$ cat src/sv/dlr_pkg.sv
// ----------------------------------------------------------------------------
// dlr_pkg
// shared constants, types and state codes of the dda line rasterizer
// ----------------------------------------------------------------------------
`default_nettype none

package dlr_pkg;

  localparam int COORD_BITS   = 6;
  localparam int FRAC_BITS    = 16;
  localparam int ACC_BITS     = COORD_BITS + FRAC_BITS;
  localparam int INC_BITS     = FRAC_BITS + 2;
  localparam int QUO_BITS     = FRAC_BITS + 1;
  localparam int DIV_CNT_BITS = $clog2(FRAC_BITS);

  localparam int FIELD_BITS   = 6;
  localparam int COLOR_BITS   = 8;
  localparam int INDEX_BITS   = 12;
  localparam int WIDTH_BITS   = 7;
  localparam int IN_DATA_BITS  = 48;
  localparam int OUT_DATA_BITS = 48;

  localparam int QUEUE_DEPTH  = 2;
  localparam int QPTR_BITS    = $clog2(QUEUE_DEPTH);

  localparam logic [WIDTH_BITS-1:0] FRAME_WIDTH_RESET = WIDTH_BITS'(64);

  typedef logic [COORD_BITS-1:0] coord_t;
  typedef logic [ACC_BITS-1:0]   acc_t;
  typedef logic [INC_BITS-1:0]   inc_t;
  typedef logic [COLOR_BITS-1:0] color_t;

  // one line command as it arrives
  typedef struct packed {
    coord_t x0;
    coord_t y0;
    coord_t x1;
    coord_t y1;
    color_t red;
    color_t green;
    color_t blue;
  } cmd_t;

  // a set-up line, ready to be walked
  typedef struct packed {
    coord_t x0;
    coord_t y0;
    inc_t   x_inc;
    inc_t   y_inc;
    coord_t step;
    color_t red;
    color_t green;
    color_t blue;
  } line_t;

  typedef enum logic [1:0] {
    FS_IDLE,
    FS_DIV,
    FS_PUSH
  } front_state_t;

endpackage

`default_nettype wire

$ cat src/sv/dlr_front.sv
// ----------------------------------------------------------------------------
// dlr_front
// accepts line commands, picks the major axis, orders the endpoints and
// divides both deltas by the major span one quotient bit per cycle
// ----------------------------------------------------------------------------
`default_nettype none

module dlr_front (
  input  wire logic          clk,
  input  wire logic          rst,
  input  wire logic          cmd_valid,
  output logic               cmd_ready,
  input  wire dlr_pkg::cmd_t cmd,
  output logic               push,
  output dlr_pkg::line_t     push_line,
  input  wire logic          queue_full
);

  dlr_pkg::front_state_t state, state_next;

  dlr_pkg::coord_t x0, y0, step;
  dlr_pkg::coord_t rem_x, rem_y;
  logic [dlr_pkg::QUO_BITS-1:0] quo_x, quo_y;
  logic neg_x, neg_y;
  logic [dlr_pkg::DIV_CNT_BITS-1:0] bit_cnt;
  dlr_pkg::color_t red, green, blue;

  // classification of the incoming command
  dlr_pkg::coord_t ax0, ay0, ax1, ay1, dxm, dym, astep, sx0, sy0, sx1, sy1;
  logic swap, x_major;

  always_comb begin
    ax0 = cmd.x0[dlr_pkg::COORD_BITS-1:0];
    ay0 = cmd.y0[dlr_pkg::COORD_BITS-1:0];
    ax1 = cmd.x1[dlr_pkg::COORD_BITS-1:0];
    ay1 = cmd.y1[dlr_pkg::COORD_BITS-1:0];
    dxm = (ax1 >= ax0) ? ax1 - ax0 : ax0 - ax1;
    dym = (ay1 >= ay0) ? ay1 - ay0 : ay0 - ay1;
    // tie goes to y
    x_major = dxm > dym;
    swap    = x_major ? (ax0 > ax1) : (ay0 > ay1);
    astep   = x_major ? dxm : dym;
    sx0 = swap ? ax1 : ax0;
    sy0 = swap ? ay1 : ay0;
    sx1 = swap ? ax0 : ax1;
    sy1 = swap ? ay0 : ay1;
  end

  // one restoring step for each axis
  logic [dlr_pkg::COORD_BITS:0] shx, shy, step_w;
  logic ge_x, ge_y;

  always_comb begin
    step_w = {1'b0, step};
    shx  = {rem_x, 1'b0};
    shy  = {rem_y, 1'b0};
    ge_x = shx >= step_w;
    ge_y = shy >= step_w;
  end

  always_comb begin
    state_next = state;
    unique case (state)
      dlr_pkg::FS_IDLE: if (cmd_valid) state_next = dlr_pkg::FS_DIV;
      dlr_pkg::FS_DIV:  if (bit_cnt == dlr_pkg::DIV_CNT_BITS'(dlr_pkg::FRAC_BITS - 1))
                          state_next = dlr_pkg::FS_PUSH;
      dlr_pkg::FS_PUSH: if (!queue_full) state_next = dlr_pkg::FS_IDLE;
      default:          state_next = dlr_pkg::FS_IDLE;
    endcase
  end

  always_ff @(posedge clk) begin
    if (rst) begin
      state <= dlr_pkg::FS_IDLE;
    end else begin
      state <= state_next;
    end
  end

  always_ff @(posedge clk) begin
    if (state == dlr_pkg::FS_IDLE && cmd_valid) begin
      x0    <= sx0;
      y0    <= sy0;
      step  <= astep;
      neg_x <= sx1 < sx0;
      neg_y <= sy1 < sy0;
      red   <= cmd.red;
      green <= cmd.green;
      blue  <= cmd.blue;
      // integer bit: the delta is never above the span
      quo_x <= dlr_pkg::QUO_BITS'(dxm >= astep);
      quo_y <= dlr_pkg::QUO_BITS'(dym >= astep);
      rem_x <= (dxm >= astep) ? dxm - astep : dxm;
      rem_y <= (dym >= astep) ? dym - astep : dym;
      bit_cnt <= '0;
    end else if (state == dlr_pkg::FS_DIV) begin
      quo_x <= {quo_x[dlr_pkg::QUO_BITS-2:0], ge_x};
      quo_y <= {quo_y[dlr_pkg::QUO_BITS-2:0], ge_y};
      rem_x <= dlr_pkg::COORD_BITS'(ge_x ? shx - step_w : shx);
      rem_y <= dlr_pkg::COORD_BITS'(ge_y ? shy - step_w : shy);
      bit_cnt <= bit_cnt + 1'b1;
    end
  end

  dlr_pkg::inc_t inc_x, inc_y;

  always_comb begin
    inc_x = dlr_pkg::INC_BITS'(quo_x);
    inc_y = dlr_pkg::INC_BITS'(quo_y);
    if (neg_x) inc_x = '0 - inc_x;
    if (neg_y) inc_y = '0 - inc_y;
    // equal endpoints: no walk
    if (step == '0) begin
      inc_x = '0;
      inc_y = '0;
    end
  end

  always_comb begin
    cmd_ready = state == dlr_pkg::FS_IDLE;
    push      = state == dlr_pkg::FS_PUSH && !queue_full;
    push_line.x0    = x0;
    push_line.y0    = y0;
    push_line.x_inc = inc_x;
    push_line.y_inc = inc_y;
    push_line.step  = step;
    push_line.red   = red;
    push_line.green = green;
    push_line.blue  = blue;
  end

endmodule

`default_nettype wire

$ cat src/sv/dlr_queue.sv
// ----------------------------------------------------------------------------
// dlr_queue
// short fifo of set-up lines between the front and the back
// ----------------------------------------------------------------------------
`default_nettype none

module dlr_queue (
  input  wire logic           clk,
  input  wire logic           rst,
  input  wire logic           push,
  input  wire dlr_pkg::line_t push_line,
  output logic                full,
  input  wire logic           pop,
  output dlr_pkg::line_t      pop_line,
  output logic                empty
);

  dlr_pkg::line_t entries [dlr_pkg::QUEUE_DEPTH];
  logic [dlr_pkg::QPTR_BITS-1:0] wr_ptr, rd_ptr;
  logic [dlr_pkg::QPTR_BITS:0]   fill;

  always_comb begin
    full     = fill == (dlr_pkg::QPTR_BITS + 1)'(dlr_pkg::QUEUE_DEPTH);
    empty    = fill == '0;
    pop_line = entries[rd_ptr];
  end

  always_ff @(posedge clk) begin
    if (push) entries[wr_ptr] <= push_line;
  end

  always_ff @(posedge clk) begin
    if (rst) begin
      wr_ptr <= '0;
      rd_ptr <= '0;
      fill   <= '0;
    end else begin
      if (push) wr_ptr <= wr_ptr + 1'b1;
      if (pop)  rd_ptr <= rd_ptr + 1'b1;
      case ({push, pop})
        2'b10:   fill <= fill + 1'b1;
        2'b01:   fill <= fill - 1'b1;
        default: fill <= fill;
      endcase
    end
  end

endmodule

`default_nettype wire

$ cat src/sv/dlr_back.sv
// ----------------------------------------------------------------------------
// dlr_back
// walks one set-up line, one pixel a cycle while the output is not stalled, into the output register
// ----------------------------------------------------------------------------
`default_nettype none

module dlr_back (
  input  wire logic                            clk,
  input  wire logic                            rst,
  input  wire logic [dlr_pkg::WIDTH_BITS-1:0]  frame_width,
  input  wire dlr_pkg::line_t                  line,
  input  wire logic                            empty,
  output logic                                 pop,
  output logic                                 out_valid,
  input  wire logic                            out_ready,
  output logic [dlr_pkg::FIELD_BITS-1:0]       pixel_x,
  output logic [dlr_pkg::FIELD_BITS-1:0]       pixel_y,
  output logic [dlr_pkg::INDEX_BITS-1:0]       pixel_index,
  output dlr_pkg::color_t                      out_red,
  output dlr_pkg::color_t                      out_green,
  output dlr_pkg::color_t                      out_blue,
  output logic                                 last_pixel
);

  localparam dlr_pkg::acc_t HALF = dlr_pkg::acc_t'(1) << (dlr_pkg::FRAC_BITS - 1);

  logic            busy;
  dlr_pkg::acc_t   x_acc, y_acc, x_inc, y_inc;
  dlr_pkg::coord_t left;
  dlr_pkg::color_t red, green, blue;

  logic            advance;
  dlr_pkg::acc_t   x_rnd, y_rnd;
  dlr_pkg::coord_t px, py;
  logic [dlr_pkg::WIDTH_BITS+dlr_pkg::COORD_BITS:0] index_full;

  always_comb begin
    pop     = !busy && !empty;
    advance = busy && (!out_valid || out_ready);
    x_rnd   = x_acc + HALF;
    y_rnd   = y_acc + HALF;
    px      = x_rnd[dlr_pkg::ACC_BITS-1:dlr_pkg::FRAC_BITS];
    py      = y_rnd[dlr_pkg::ACC_BITS-1:dlr_pkg::FRAC_BITS];
    index_full = (dlr_pkg::WIDTH_BITS + dlr_pkg::COORD_BITS + 1)'(px)
               + (dlr_pkg::WIDTH_BITS + dlr_pkg::COORD_BITS + 1)'(frame_width)
               * (dlr_pkg::WIDTH_BITS + dlr_pkg::COORD_BITS + 1)'(py);
  end

  always_ff @(posedge clk) begin
    if (rst) begin
      busy      <= 1'b0;
      out_valid <= 1'b0;
    end else begin
      if (pop) begin
        busy <= 1'b1;
      end else if (advance && left == '0) begin
        busy <= 1'b0;
      end
      if (advance) begin
        out_valid <= 1'b1;
      end else if (out_ready) begin
        out_valid <= 1'b0;
      end
    end
  end

  always_ff @(posedge clk) begin
    if (pop) begin
      x_acc <= dlr_pkg::acc_t'(line.x0) << dlr_pkg::FRAC_BITS;
      y_acc <= dlr_pkg::acc_t'(line.y0) << dlr_pkg::FRAC_BITS;
      // increments sign-extend to the accumulator width
      x_inc <= dlr_pkg::acc_t'($signed(line.x_inc));
      y_inc <= dlr_pkg::acc_t'($signed(line.y_inc));
      left  <= line.step;
      red   <= line.red;
      green <= line.green;
      blue  <= line.blue;
    end else if (advance) begin
      x_acc <= x_acc + x_inc;
      y_acc <= y_acc + y_inc;
      left  <= left - 1'b1;
    end
  end

  always_ff @(posedge clk) begin
    if (advance) begin
      pixel_x     <= dlr_pkg::FIELD_BITS'(px);
      pixel_y     <= dlr_pkg::FIELD_BITS'(py);
      pixel_index <= index_full[dlr_pkg::INDEX_BITS-1:0];
      out_red     <= red;
      out_green   <= green;
      out_blue    <= blue;
      last_pixel  <= left == '0;
    end
  end

endmodule

`default_nettype wire

$ cat src/sv/dda_line_rasterizer.sv
// ----------------------------------------------------------------------------
// dda_line_rasterizer
// turns line commands into a stream of pixels with framebuffer index
// ----------------------------------------------------------------------------
// A line command is a request with two endpoints and a colour; the block
// answers with step+1 pixel requests, step being the larger axis span, the
// last marked with tlast. The front takes a command in its idle state, divides
// both deltas one bit per cycle (FRAC_BITS quotient bits) and then hands the
// set-up line to a two-entry queue, stalling while the queue is full; it takes
// no new command until it is back in idle. The back loads a line from the queue
// and then emits one pixel a cycle while the output is not stalled, and loads
// no new line until the last pixel of the current one has been emitted.
// ----------------------------------------------------------------------------
`default_nettype none

module dda_line_rasterizer (
  input  wire logic                                 clk,
  input  wire logic                                 rst,
  input  wire logic                                 cfg_wr_en,
  input  wire logic [dlr_pkg::WIDTH_BITS-1:0]       cfg_wr_data,   // frame_width
  input  wire logic                                 s_axis_tvalid,
  output logic                                      s_axis_tready,
  // start_x, start_y, end_x, end_y, color_red, color_green, color_blue
  input  wire logic [dlr_pkg::IN_DATA_BITS-1:0]     s_axis_tdata,
  output logic                                      m_axis_tvalid,
  input  wire logic                                 m_axis_tready,
  // pixel_x, pixel_y, pixel_index, out_red, out_green, out_blue
  output logic [dlr_pkg::OUT_DATA_BITS-1:0]         m_axis_tdata,
  output logic                                      m_axis_tlast   // last_pixel
);

  logic [dlr_pkg::WIDTH_BITS-1:0] frame_width;

  always_ff @(posedge clk) begin
    if (rst) begin
      frame_width <= dlr_pkg::FRAME_WIDTH_RESET;
    end else if (cfg_wr_en) begin
      frame_width <= cfg_wr_data;
    end
  end

  dlr_pkg::cmd_t cmd;

  always_comb begin
    cmd.x0    = dlr_pkg::COORD_BITS'(s_axis_tdata[5:0]);
    cmd.y0    = dlr_pkg::COORD_BITS'(s_axis_tdata[11:6]);
    cmd.x1    = dlr_pkg::COORD_BITS'(s_axis_tdata[17:12]);
    cmd.y1    = dlr_pkg::COORD_BITS'(s_axis_tdata[23:18]);
    cmd.red   = s_axis_tdata[31:24];
    cmd.green = s_axis_tdata[39:32];
    cmd.blue  = s_axis_tdata[47:40];
  end

  logic           push, pop, full, empty;
  dlr_pkg::line_t push_line, pop_line;

  dlr_front u_front (
    .clk        (clk),
    .rst        (rst),
    .cmd_valid  (s_axis_tvalid),
    .cmd_ready  (s_axis_tready),
    .cmd        (cmd),
    .push       (push),
    .push_line  (push_line),
    .queue_full (full)
  );

  dlr_queue u_queue (
    .clk       (clk),
    .rst       (rst),
    .push      (push),
    .push_line (push_line),
    .full      (full),
    .pop       (pop),
    .pop_line  (pop_line),
    .empty     (empty)
  );

  logic [dlr_pkg::FIELD_BITS-1:0] pixel_x, pixel_y;
  logic [dlr_pkg::INDEX_BITS-1:0] pixel_index;
  dlr_pkg::color_t                out_red, out_green, out_blue;

  dlr_back u_back (
    .clk         (clk),
    .rst         (rst),
    .frame_width (frame_width),
    .line        (pop_line),
    .empty       (empty),
    .pop         (pop),
    .out_valid   (m_axis_tvalid),
    .out_ready   (m_axis_tready),
    .pixel_x     (pixel_x),
    .pixel_y     (pixel_y),
    .pixel_index (pixel_index),
    .out_red     (out_red),
    .out_green   (out_green),
    .out_blue    (out_blue),
    .last_pixel  (m_axis_tlast)
  );

  assign m_axis_tdata = {out_blue, out_green, out_red, pixel_index, pixel_y, pixel_x};

endmodule

`default_nettype wire

$ cat config.mk
export PLATFORM = sky130hd
export DESIGN_NAME = dda_line_rasterizer
export DESIGN_NICKNAME = d
export VERILOG_FILES = /design/src/sv/dlr_pkg.sv /design/src/sv/dlr_front.sv /design/src/sv/dlr_queue.sv /design/src/sv/dlr_back.sv /design/src/sv/dda_line_rasterizer.sv
export SDC_FILE = /design/constraint.sdc
export NUM_CORES = 1
export LEC_CHECK = 0
export BUFFER_PORTS_ARGS = -buffer_cell sky130_fd_sc_hd__buf_2
export CELL_PAD_IN_SITES_DETAIL_PLACEMENT = 1
export CELL_PAD_IN_SITES_GLOBAL_PLACEMENT = 1
export CORE_ASPECT_RATIO = 0.5
export CORE_MARGIN = 2
export CORE_UTILIZATION = 45
export DETAILED_ROUTE_END_ITERATION = 10
export GPL_TIMING_DRIVEN = 0
export PLACE_DENSITY = 0.86
export SETUP_SLACK_MARGIN = 0.2
export SYNTH_ARGS = -nofsm -noshare
export SYNTH_HDL_FRONTEND = slang
export SYNTH_HIERARCHICAL = 1
export SYNTH_SLANG_ARGS = --single-unit
$ cat constraint.sdc
create_clock -name clk -period 6.5 [get_ports clk]
set_input_delay 0.325 -clock clk [delete_from_list [all_inputs] [get_ports clk]]
set_output_delay 0.325 -clock clk [all_outputs]
set_load 0.05 [all_outputs]
==> flow_summary.rst <==
.. list-table::
   :header-rows: 1

   * - Metric
     - Value
   * - Leading cell types by total area after synthesis
     - sky130_fd_sc_hd__edfxtp_1 46%, sky130_fd_sc_hd__dfxtp_1 7.6%, sky130_fd_sc_hd__ha_1 7.2%, sky130_fd_sc_hd__mux2_2 4.0%, sky130_fd_sc_hd__nand2_1 3.3%
   * - Yosys reg bits
     - 425
   * - Path class of the lowest-slack min-delay path
     - in2reg
   * - Switching Share
     - 42.0%
   * - Violation count after the first detailed-route iteration
     - 1376
   * - Number of endpoints with negative hold slack in the final report
     - 0
   * - Maximum buffer depth of the clock tree
     - 3
   * - Status
     - finished clean
   * - Reg2Reg Depth
     - 17
   * - Most used flip-flop cell after synthesis
     - sky130_fd_sc_hd__edfxtp_1
   * - Count of port buffers added during placement
     - 109
   * - Total number of vias
     - 16.3k
   * - # DRC
     - 0
   * - Sum of overflow across all layers after global routing
     - 0
   * - Worst r2r dst
     - u_back/pixel_index[11]
   * - Leakage dissipation
     - 9.89 nW
   * - Layout area overhead
     - 14.1%
   * - Setup CP Type
     - in2reg
   * - Pin slew with the least headroom to its limit
     - 1030 ps
   * - Maximum VDD drop
     - 206 uV
   * - Count of maximum capacitance violations
     - 0
   * - Clock Sink Count
     - 425
   * - Share of power burned in combinational logic
     - 48.4%
   * - Shortest period the worst path allows
     - 6130 ps
   * - Instance count on the critical path
     - 30
   * - Source-to-sink clock delay at the later pin of the worst-skew pair
     - 550 ps
   * - Count of synthesis-stage warnings from yosys
     - 6
   * - Post-route worst hold slack
     - 41.1 ps
   * - Row cnt
     - between 50 and 60
   * - Wire length of the first global-routing pass
     - 97700 microns
   * - Vias in the first global route
     - approximately 18k
   * - Footprint of the multi-input gates
     - 9580 sq um
   * - FF/Latch Area
     - 11900 sq um
   * - Number of nets in the layout
     - ~2.3k
   * - Drt total wl
     - 62400 microns
   * - Netlist cell types
     - 90
   * - Setup slack, reg-to-reg
     - 970 ps
   * - Hold Startpoint
     - cfg_wr_data[5]
   * - Initial core utilization
     - 45.7%
   * - Library cell contributing the largest single delay on the critical path
     - sky130_fd_sc_hd__a2111o_1
   * - Proportion of netlist area held by the largest area contributor
     - 46.0%
   * - Netlist area before placement
     - 22200 sq um
   * - Average instance area after synthesis
     - 11.5 sq um
   * - Worst path top cell family by delay
     - compound AO/OA/AOI/OAI gates
   * - Net switching power
     - between 0.005 and 0.006 W
   * - Post-synth EDFFs
     - around 340
   * - Worst setup path endpoint
     - u_front/rem_y[1]
   * - Part of the Yosys area used for sequential elements
     - a little over half
   * - Unrepaired setup endpoints after global routing
     - true
   * - Placer congestion estimate
     - slightly below 0.9
   * - GRT Resource Usage Total
     - around 24%
   * - Total nets after synthesis
     - 2158
   * - DRT antenna net count
     - 0
   * - Reg power frac
     - approximately a third
   * - Worst hold path depth
     - 3
   * - Final period util
     - 94.3%
   * - Total half-perimeter wirelength after legalization and detailed placement
     - between 40000 and 50000 microns
   * - Antenna violations before repair
     - 2
   * - Core Region
     - 48600 sq um
   * - Floorplan die width
     - ~320 microns
   * - Setup Skew
     - 25.0 ps
   * - Final setup vio count
     - 0
   * - Clock group share of total power
     - 18.7%
   * - Routed WL per cell
     - about 22 microns
   * - Cell taking the most area after synthesis
     - sky130_fd_sc_hd__edfxtp_1
   * - Critical path startpoint
     - s_axis_tdata[18]
   * - N_diodes
     - 0
   * - Endpoint type of the worst setup path
     - flop
   * - Ratio of routed vias to standard cells
     - 5.80
   * - Peak Freq
     - about 0.16 GHz
   * - Worst Path Arrival
     - approximately 6400 ps
   * - Die area
     - 51300 sq um
   * - Root buffer cell
     - sky130_fd_sc_hd__clkbuf_16
   * - Peak fanout along the critical path
     - 10
   * - Num ports
     - 111
   * - Req. time, crit path
     - 6780 ps
   * - H-Tree Level Count
     - 2
   * - Setup TNS
     - 0 ps
   * - Worst flop-to-flop path startpoint
     - u_back/y_acc[15]
   * - Maximum number of pins on one net before global-route repair
     - 56
   * - Max-slew violation total from the final report
     - 0
   * - Fillers
     - 5148
   * - Async set or reset register ratio after synthesis
     - 0%
   * - Internal portion of total power
     - around 0.007 W
   * - Number of buffer and inverter instances along the worst setup path
     - 10
   * - Clk pin slew, worst setup/hold paths
     - 60 ps
   * - Largest incremental delay on the critical path
     - roughly 450 ps
   * - DR pass1 iterations
     - 7
   * - Total CTS buffers
     - 41
   * - Ratio of total power to cell area
     - 489 nW/um^2
   * - Overall Power
     - 0.0124 W
   * - Startpoint Class
     - input pin
   * - TritonCTS clock tree
     - done
   * - Relative slew slack
     - 31.4%
   * - Die height
     - around 160 microns
   * - Gate count after technology mapping
     - 1939
   * - Fraction of final layout cells sized beyond drive strength 1
     - between 10% and 20%
==> state kept, by name, summed over array words and instances, names as in the netlist, 12 cells and up, named ones only <==
signal / count
u_front/quo_x: 17
u_back/pixel_index: 12
u_front/quo_y: 17
u_back/x_inc: 18
u_back/y_inc: 18
u_queue/entries: 156
u_back/y_acc: 22
u_back/x_acc: 22
==> per-stage QoR <==
stage / utilization (%) / cells / cell area, sq um / worst slack (ps)
4_1_cts: 52.0 / 2804 / 25300 / 239
3_5_place_dp: 48.8 / 2702 / 23700 / -1300
3_3_place_gp: 48.5 / 2697 / 23600 / -1200
6_report: 52.2 / 2806 / 25400 / 370
2_1_floorplan: - / 1939 / 22200 / 361
5_1_grt: 52.2 / 2806 / 25400 / 96.9
==> cell usage in the layout (no fill, tap or decap), drive strengths merged, types with 5 or more instances in the layout <==
| cell type | netlist | routed |
|---|---|---|
| a21oi | 141 | 141 |
| or3 | 16 | 16 |
| nand2 | 194 | 194 |
| fa | 31 | 31 |
| buf | 25 | 142 |
| a21o | 43 | 43 |
| mux2i | 15 | 15 |
| a211o | 5 | 5 |
| and2 | 28 | 28 |
| nand3 | 70 | 70 |
| o211ai | 11 | 11 |
| dfxtp | 84 | 84 |
| xor2 | 58 | 58 |
| nand4 | 13 | 13 |
| a221oi | 5 | 5 |
| nor3b | 5 | 5 |
| o21a | 8 | 8 |
| o21ai | 105 | 105 |
| a31oi | 14 | 14 |
| nand2b | 13 | 13 |
| mux2 | 82 | 82 |
| xnor2 | 49 | 49 |
| nor2b | 17 | 17 |
| clkbuf | 50 | 105 |
| o31ai | 13 | 13 |
| nor2 | 113 | 113 |
| ha | 128 | 128 |
| inv | 118 | 119 |
| edfxtp | 341 | 341 |
| nor3 | 23 | 23 |
| a211oi | 24 | 24 |
| clkinv | 1 | 16 |
| and3 | 12 | 12 |
| o21bai | 8 | 8 |
| dlygate4sd3 | 0 | 26 |
| o22ai | 8 | 8 |
==> synth_stat cells (31+ instances only) <==
library cell               instances
sky130_fd_sc_hd__edfxtp_1        341
sky130_fd_sc_hd__nand2_1         193
sky130_fd_sc_hd__a21oi_1         137
sky130_fd_sc_hd__ha_1            128
sky130_fd_sc_hd__inv_1           114
sky130_fd_sc_hd__nor2_1          112
sky130_fd_sc_hd__dfxtp_1          84
sky130_fd_sc_hd__mux2_2           79
sky130_fd_sc_hd__o21ai_0          74
sky130_fd_sc_hd__nand3_1          70
sky130_fd_sc_hd__xor2_1           58
sky130_fd_sc_hd__clkbuf_1         50
sky130_fd_sc_hd__xnor2_1          48
sky130_fd_sc_hd__a21o_1           43
sky130_fd_sc_hd__fa_1             31
==> layout make-up <==
type | instances | area share, %
Multi-Input combinational cell | 1320 | 37.8
Sequential cell | 425 | 47.0
Inverter | 119 | 1.77
Tap cell | 649 | 3.20
Clock buffer | 55 | 4.45
Timing Repair Buffer | 143 | 3.72
Buffer | 75 | 1.51
Clock inverter | 20 | 0.567
==> power by group through the flow <==
| stage | Clock [W] | Sequential [W] | Combinational (W) |
|---|---|---|---|
| after floorplan | 0 | 0.00431 | 0.00390 |
| after global placement | 0 | 0.00411 | 0.00536 |
| after detailed placement | 0 | 0.00412 | 0.00574 |
| after CTS | 0.00235 | 0.00407 | 0.00590 |
| after global routing | 0.00245 | 0.00413 | 0.00653 |
| final | 0.00232 | 0.00408 | 0.00601 |
==> logic make-up after synthesis <==
family          synth area share [%]
simple gates                    10.9
compound gates                  12.6
flops                           53.6
buf+inv                         3.64
fa+ha+maj                       10.1
xor+xnor                        4.25
mux                             4.84
==> timing repair <==
action,in CTS,in global routing
resized for setup,9,11
buffers inserted,1,2
endpoints found under the setup margin,14,6
gates cloned,0,0
pin swaps,1,2
hold endpoints to repair,26,0
hold buffers,26,0
==> per-layer routing <==
metal | global-route usage, % | share of wire, % | up-vias
li1 | - | - | 7418
met1 | 29.6 | 41 | 8175
met2 | 43.1 | 51 | 537
met3 | 3.84 | 5.9 | 130
met4 | 7.93 | 2.5 | 2
met5 | 0 | 0.027 | -
==> worst register-to-register path, stage by stage (launching register included) <==
cell and delay [ps]:
sky130_fd_sc_hd__dfxtp_1 430, sky130_fd_sc_hd__ha_1 240, sky130_fd_sc_hd__nand3_1 110, sky130_fd_sc_hd__xnor2_1 590
sky130_fd_sc_hd__nand2_1 200, sky130_fd_sc_hd__fa_1 550, sky130_fd_sc_hd__fa_1 550, sky130_fd_sc_hd__inv_1 50
sky130_fd_sc_hd__fa_1 530, sky130_fd_sc_hd__inv_1 50, sky130_fd_sc_hd__fa_1 500, sky130_fd_sc_hd__inv_1 40
sky130_fd_sc_hd__ha_1 320, sky130_fd_sc_hd__nor2b_1 140, sky130_fd_sc_hd__o21a_1 190, sky130_fd_sc_hd__o41ai_1 470
sky130_fd_sc_hd__o21ai_1 170, sky130_fd_sc_hd__xnor2_1 140
==> worst min path at each step <==
stage | to | slack [ps]
2_1_floorplan | u_back/out_valid | 390
3_5_place_dp | u_back/out_green[1] | 410
4_1_cts | frame_width[5] | 20
5_1_grt | frame_width[0] | 50
3_3_place_gp | u_back/out_red[5] | 400
6_report | frame_width[5] | 40
Note: power is estimated with default switching activity, not from simulation.
